[config.mk]
export PLATFORM = sky130hd
export DESIGN_NAME = trial_division_prime_test_unit
export DESIGN_NICKNAME = d
export VERILOG_FILES = /design/src/rtl/tdpt_pkg.sv /design/src/rtl/tdpt_remainder_unit.sv /design/src/rtl/trial_division_prime_test_unit.sv
export SDC_FILE = /design/constraint.sdc
export NUM_CORES = 1
export LEC_CHECK = 0
export BUFFER_PORTS_ARGS = -buffer_cell sky130_fd_sc_hd__buf_2
export CAP_MARGIN = 20
export CORE_ASPECT_RATIO = 1.75
export CORE_MARGIN = 2
export CORE_UTILIZATION = 56
export CTS_CLUSTER_SIZE = 20
export DETAILED_ROUTE_END_ITERATION = 7
export GPL_TIMING_DRIVEN = 0
export PLACE_DENSITY = 0.85
export SLEW_MARGIN = 5
export SYNTH_ARGS = -nofsm -noshare
export SYNTH_HDL_FRONTEND = slang
export SYNTH_SLANG_ARGS = --single-unit
[constraint.sdc]
create_clock -name clk -period 5.5 [get_ports clk]
set_input_delay 0.55 -clock clk [delete_from_list [all_inputs] [get_ports clk]]
set_output_delay 0.55 -clock clk [all_outputs]
set_load 0.05 [all_outputs]
[src/rtl/tdpt_pkg.sv]
// Shared types and constants for the trial division prime test unit
package tdpt_pkg;

    typedef logic [1:0] verdict_t;

    localparam verdict_t VERDICT_PRIME     = 2'd0;
    localparam verdict_t VERDICT_COMPOSITE = 2'd1;
    localparam verdict_t VERDICT_NEITHER   = 2'd2;

    localparam int FIRST_PRIME       = 2;
    localparam int FIRST_ODD_DIVISOR = 3;
    localparam int DIVISOR_STEP      = 2;

endpackage

[src/rtl/tdpt_remainder_unit.sv]
// Serial restoring divider: one quotient bit per cycle, gives quotient and remainder
module tdpt_remainder_unit #(
    parameter int VALUE_WIDTH = 32
) (
    input  logic                   clk,
    input  logic                   rst_n,
    input  logic                   start,
    input  logic [VALUE_WIDTH-1:0] dividend,
    input  logic [VALUE_WIDTH-1:0] divisor,
    output logic                   done,
    output logic [VALUE_WIDTH-1:0] quotient,
    output logic [VALUE_WIDTH-1:0] remainder
);
    import tdpt_pkg::*;

    localparam int CW = $clog2(VALUE_WIDTH);

    logic [VALUE_WIDTH-1:0] dvd_reg, dvd_next;
    logic [VALUE_WIDTH-1:0] rem_reg, rem_next;
    logic [VALUE_WIDTH-1:0] dvs_reg, dvs_next;
    logic [CW-1:0]          cnt_reg, cnt_next;
    logic                   busy_reg, busy_next;
    logic                   done_reg, done_next;

    logic [VALUE_WIDTH:0]   trial;
    logic [VALUE_WIDTH:0]   diff;
    logic                   qbit;

    assign trial = {rem_reg, dvd_reg[VALUE_WIDTH-1]};
    assign diff  = trial - {1'b0, dvs_reg};
    assign qbit  = (trial >= {1'b0, dvs_reg});

    always_comb
    begin
        dvd_next  = dvd_reg;
        rem_next  = rem_reg;
        dvs_next  = dvs_reg;
        cnt_next  = cnt_reg;
        busy_next = busy_reg;
        done_next = 1'b0;
        if (start)
        begin
            dvd_next  = dividend;
            rem_next  = '0;
            dvs_next  = divisor;
            cnt_next  = '0;
            busy_next = 1'b1;
        end
        else if (busy_reg)
        begin
            // shift in the next dividend bit, subtract where it fits
            rem_next = qbit ? diff[VALUE_WIDTH-1:0] : trial[VALUE_WIDTH-1:0];
            dvd_next = {dvd_reg[VALUE_WIDTH-2:0], qbit};
            cnt_next = cnt_reg + CW'(1);
            if (cnt_reg == CW'(VALUE_WIDTH - 1))
            begin
                busy_next = 1'b0;
                done_next = 1'b1;
            end
        end
    end

    always_ff @(posedge clk or negedge rst_n)
    begin
        if (!rst_n)
        begin
            cnt_reg  <= '0;
            busy_reg <= 1'b0;
            done_reg <= 1'b0;
        end
        else
        begin
            cnt_reg  <= cnt_next;
            busy_reg <= busy_next;
            done_reg <= done_next;
        end
    end

    always_ff @(posedge clk)
    begin
        dvd_reg <= dvd_next;
        rem_reg <= rem_next;
        dvs_reg <= dvs_next;
    end

    assign done      = done_reg;
    assign quotient  = dvd_reg;
    assign remainder = rem_reg;

endmodule

[src/rtl/trial_division_prime_test_unit.sv]
// Negative values, 0, 1, 2 and even values get their verdict in the cycle after the input transfer.
// Odd values above 2 try the odd divisors 3, 5, ... in turn until one divides n or exceeds n / divisor.
// Each divisor passes through a load step, the serial divider and a decision step.
// One value at a time; the next is taken once the verdict has been transferred.
// Reset (rst_n, asynchronous, active low) empties the unit; no result is pending.
module trial_division_prime_test_unit #(
    parameter int VALUE_WIDTH = 32
) (
    input  logic                          clk,
    input  logic                          rst_n,
    input  logic                          in_valid,
    output logic                          in_stall,
    input  logic signed [VALUE_WIDTH-1:0] number,
    output logic                          out_valid,
    input  logic                          out_stall,
    output tdpt_pkg::verdict_t            verdict
);
    import tdpt_pkg::*;

    localparam logic [1:0] ST_IDLE = 2'd0;
    localparam logic [1:0] ST_LOAD = 2'd1;
    localparam logic [1:0] ST_WAIT = 2'd2;

    logic [1:0]             state_reg, state_next;
    logic [VALUE_WIDTH-1:0] n_reg, n_next;
    logic [VALUE_WIDTH-1:0] d_reg, d_next;
    logic                   out_valid_reg, out_valid_next;
    verdict_t               verdict_reg, verdict_next;

    logic [VALUE_WIDTH-1:0] n_in;
    logic                   in_xfer;
    logic                   div_start;
    logic                   div_done;
    logic [VALUE_WIDTH-1:0] div_quot;
    logic [VALUE_WIDTH-1:0] div_rem;

    assign n_in     = number;
    assign in_stall = (state_reg != ST_IDLE) || out_valid_reg;
    assign in_xfer  = in_valid && !in_stall;

    tdpt_remainder_unit #(
        .VALUE_WIDTH(VALUE_WIDTH)
    ) u_rem (
        .clk       (clk),
        .rst_n     (rst_n),
        .start     (div_start),
        .dividend  (n_reg),
        .divisor   (d_reg),
        .done      (div_done),
        .quotient  (div_quot),
        .remainder (div_rem)
    );

    always_comb
    begin
        state_next     = state_reg;
        n_next         = n_reg;
        d_next         = d_reg;
        out_valid_next = out_valid_reg;
        verdict_next   = verdict_reg;
        div_start      = 1'b0;

        if (out_valid_reg && !out_stall)
        begin
            out_valid_next = 1'b0;
        end

        case (state_reg)
            ST_IDLE:
            begin
                if (in_xfer)
                begin
                    n_next = n_in;
                    d_next = VALUE_WIDTH'(FIRST_ODD_DIVISOR);
                    if (n_in[VALUE_WIDTH-1] || (n_in[VALUE_WIDTH-1:1] == '0))
                    begin
                        out_valid_next = 1'b1;
                        verdict_next   = VERDICT_NEITHER;
                    end
                    else if (n_in == VALUE_WIDTH'(FIRST_PRIME))
                    begin
                        out_valid_next = 1'b1;
                        verdict_next   = VERDICT_PRIME;
                    end
                    else if (!n_in[0])
                    begin
                        out_valid_next = 1'b1;
                        verdict_next   = VERDICT_COMPOSITE;
                    end
                    else
                    begin
                        state_next = ST_LOAD;
                    end
                end
            end
            ST_LOAD:
            begin
                div_start  = 1'b1;
                state_next = ST_WAIT;
            end
            ST_WAIT:
            begin
                if (div_done)
                begin
                    // divisor past n / divisor means no factor up to the root
                    if (d_reg > div_quot)
                    begin
                        out_valid_next = 1'b1;
                        verdict_next   = VERDICT_PRIME;
                        state_next     = ST_IDLE;
                    end
                    else if (div_rem == '0)
                    begin
                        out_valid_next = 1'b1;
                        verdict_next   = VERDICT_COMPOSITE;
                        state_next     = ST_IDLE;
                    end
                    else
                    begin
                        d_next     = d_reg + VALUE_WIDTH'(DIVISOR_STEP);
                        state_next = ST_LOAD;
                    end
                end
            end
            default:
            begin
                state_next = ST_IDLE;
            end
        endcase
    end

    always_ff @(posedge clk or negedge rst_n)
    begin
        if (!rst_n)
        begin
            state_reg     <= ST_IDLE;
            out_valid_reg <= 1'b0;
        end
        else
        begin
            state_reg     <= state_next;
            out_valid_reg <= out_valid_next;
        end
    end

    always_ff @(posedge clk)
    begin
        n_reg       <= n_next;
        d_reg       <= d_next;
        verdict_reg <= verdict_next;
    end

    assign out_valid = out_valid_reg;
    assign verdict   = verdict_reg;

endmodule

==> flow_summary.json <==
{
  "status": "finished, final reports clean",
  "cellLeakagePower_nw": 4.32,
  "critical_path.max_fanout": 16,
  "hold_viol_final": 0,
  "crit_family": "compound AO/OA/AOI/OAI gates",
  "dr.pass1.iters": 5,
  "worst_slew_pin_slew_ps": 925,
  "die_h_um": 176,
  "worstReg2RegEnd": "d_reg[28]",
  "hold_path.class": "input pin to register",
  "met2_usage_pct": 47.8,
  "max_stage_delay_ps": 790,
  "synth-edff-count": 128,
  "routed_wirelength_um": 22600,
  "clock_skew_ps": 12.0,
  "antenna_cells": 0,
  "grt.met1_usage_pct": 26.0,
  "final.setup.tns_ps": 0,
  "cp-start-kind": "register",
  "fillCellCount": 1273,
  "ios": 40,
  "htreeDepth": 4,
  "r2r-start": "d_reg[25]",
  "vias": 7541,
  "final_common_cell": "edfxtp_1",
  "core_mm2": 0.0164,
  "max_freq_mhz": 275,
  "antenna_left": 0,
  "layout-drive-gt1-share_pct": 9.38,
  "nets": 1114,
  "synthArstFlopShare_pct": 5.88,
  "cts.sinks": 170,
  "fin_crit_ps": 3630,
  "max_cap_violations": 0,
  "gp_congestion": 0.940,
  "port_buffers": 39,
  "netlist_area_mm2": 0.00945,
  "layout_common_cells": "edfxtp_1, a21oi_1, nand2_1",
  "worst-setup-path-type": "register to register",
  "ys_seq_elements": 170,
  "die_area_mm2": 0.0180,
  "timing.reg2reg.setup_slack_ps": 1870,
  "wl_per_cell_um": 18.1,
  "timing.final.crit_share_pct": 66.1,
  "synth_ff_type": "edfxtp_1",
  "synthToLayoutAreaGrowth_pct": 12.3,
  "viasPerCell": 6.04,
  "syn_inst": 949,
  "cts-resized-gates": 0,
  "cts_buffers": 17,
  "min_to": "n_reg[23]",
  "max_slew_margin_pct": 38.1,
  "slew_violations": 0,
  "tritoncts": "built",
  "vdd_drop_max_v": 0.000457,
  "grt_pass1_vias": 7684,
  "insertion_delay_ps": 430,
  "cts_buffer_depth": 2,
  "grtUsageTotal_pct": 26.4,
  "grt_pass1_wl_um": 36400,
  "min-delay-start": "number[23]",
  "grt_antenna_before_repair": 0,
  "hold_depth": 1,
  "rows": 62,
  "regArea_mm2": 0.00473,
  "grt_busiest_layer": "met2",
  "avgSynthCellArea_um2": 9.96,
  "path_depth": 11,
  "multi_input_area_mm2": 0.00429,
  "start_util_pct": 57.5,
  "crit_chain": "ha_1 -> a21o_1 -> a21o_1 -> a21o_1 -> a21oi_1 -> nor2b_1 -> o211ai_1 -> o211ai_1 -> and3_1 -> a211oi_4 -> buf_16",
  "hpwl_um": 16900,
  "grt_max_degree": 41,
  "power_density_mw_per_mm2": 607,
  "placed_area_mm2": 0.0100,
  "synthDistinctLibCells": 59,
  "drt_iter0_drc": 387,
  "finalSetupViolCount": 0,
  "synth_nets": 1052,
  "ys_seq_area_share_pct": 50.1,
  "worstPathRequired_ps": 5640,
  "critPathCaptureType": "register",
  "drc": 0,
  "crit_path_frequent_cell": "a21o_1",
  "worst-r2r-cell-count": 11,
  "rsz0062_at_grt": "false",
  "final_area_mm2": 0.0106,
  "met3_usage_pct": 3.02,
  "yosysWarningCount": 0,
  "cp_slowest_cell": "a211oi_4",
  "fp.dieW_um": 102,
  "crit_arrival_ps": 3770,
  "grt_overflow": 0,
  "clkTransAtPathRegs_ps": 70,
  "critPathBufInv": 1,
  "ctsRootBufferMaster": "clkbuf_16"
}
[what timing repair did]
item / 4_1_cts / 5_1_grt
hold buffers: 1 / 0
setup buffers: 0 / 0
setup endpoints to repair: 0 / 0
hold endpoints to repair: 10 / 0
[worst reg2reg max path, cell delays in order (launching register included)]
cell and delay (ps):
edfxtp_1 490, ha_1 360, a21o_1 170, a21o_1 170, a21o_1 170, a21oi_1 160, nor2b_1 70, o211ai_1 310
o211ai_1 180, and3_1 250, a211oi_4 790, buf_16 230
[per-stage QoR]
step	util (%)	power, mW	worst slack, ps	std cells	hold WS, ps
floorplan	-	4.40	789	949	254
global placement	60.4	5.07	197	1212	423
detailed placement	61.0	5.22	1910	1215	433
CTS	64.5	6.41	1890	1248	300
global route	64.5	6.87	1730	1248	297
finish	64.5	6.44	1870	1248	311
[cell usage after synthesis (5+ instances only)]
master / n / area, um2
clkbuf_1: 22 / 82.6
and3_1: 18 / 113
nand2b_1: 6 / 37.5
dfxtp_1: 32 / 641
nand3_1: 25 / 125
edfxtp_1: 128 / 3840
nor3_1: 9 / 45.0
buf_2: 8 / 40.0
a21o_1: 23 / 173
mux2i_1: 10 / 100
nor2_1: 75 / 282
inv_1: 79 / 297
o21bai_1: 5 / 37.5
xnor2_1: 26 / 228
xor2_1: 28 / 245
nand2_1: 84 / 315
nor2b_1: 5 / 31.3
nor4_1: 15 / 93.8
a21oi_1: 95 / 475
nand4_1: 24 / 150
ha_1: 66 / 826
o21ai_0: 77 / 385
a211oi_1: 14 / 105
or3_1: 9 / 56.3
dfrtp_1: 10 / 250
[where the power goes]
group	internal, mW	switching, mW
clock	0.608	0.545
sequential	1.96	0.359
combinational	1.16	1.81
total	3.73	2.71
[cell type report]
class / count / area share (%)
buffer: 35 / 1.40
clock buffer: 18 / 4.04
clock inverter: 14 / 1.39
inverter: 81 / 2.87
multi-input combinational: 663 / 40.4
sequential: 170 / 44.6
tap: 224 / 2.64
timing repair buffer: 43 / 2.64
[worst max path at each step]
stage	start	endpoint	slack, ps
3_3_place_gp	state_reg[1]	d_reg[29]	200
5_1_grt	d_reg[17]	d_reg[24]	1730
6_report	d_reg[25]	d_reg[28]	1870
2_1_floorplan	out_valid	d_reg[10]	790
3_5_place_dp	d_reg[17]	d_reg[27]	1910
4_1_cts	d_reg[17]	d_reg[24]	1890
[logic make-up after synthesis]
family / Yosys count / synth area share [%]
buffers and inverters: 116 / 4.78
AND/OR/NAND/NOR: 282 / 14.3
flip-flops: 170 / 50.1
adder cells (fa/ha/maj): 67 / 8.95
XOR/XNOR: 54 / 5.00
multiplexers: 12 / 1.30
AO/OA/AOI/OAI: 248 / 15.6
[metal layers]
metal | part of all wire [%] | up-vias
met5 | 0 | -
met4 | 8.4 | 0
met3 | 3.9 | 105
met2 | 54 | 333
met1 | 34 | 3532
li1 | - | 3571
(Power assumes the default switching activity.)
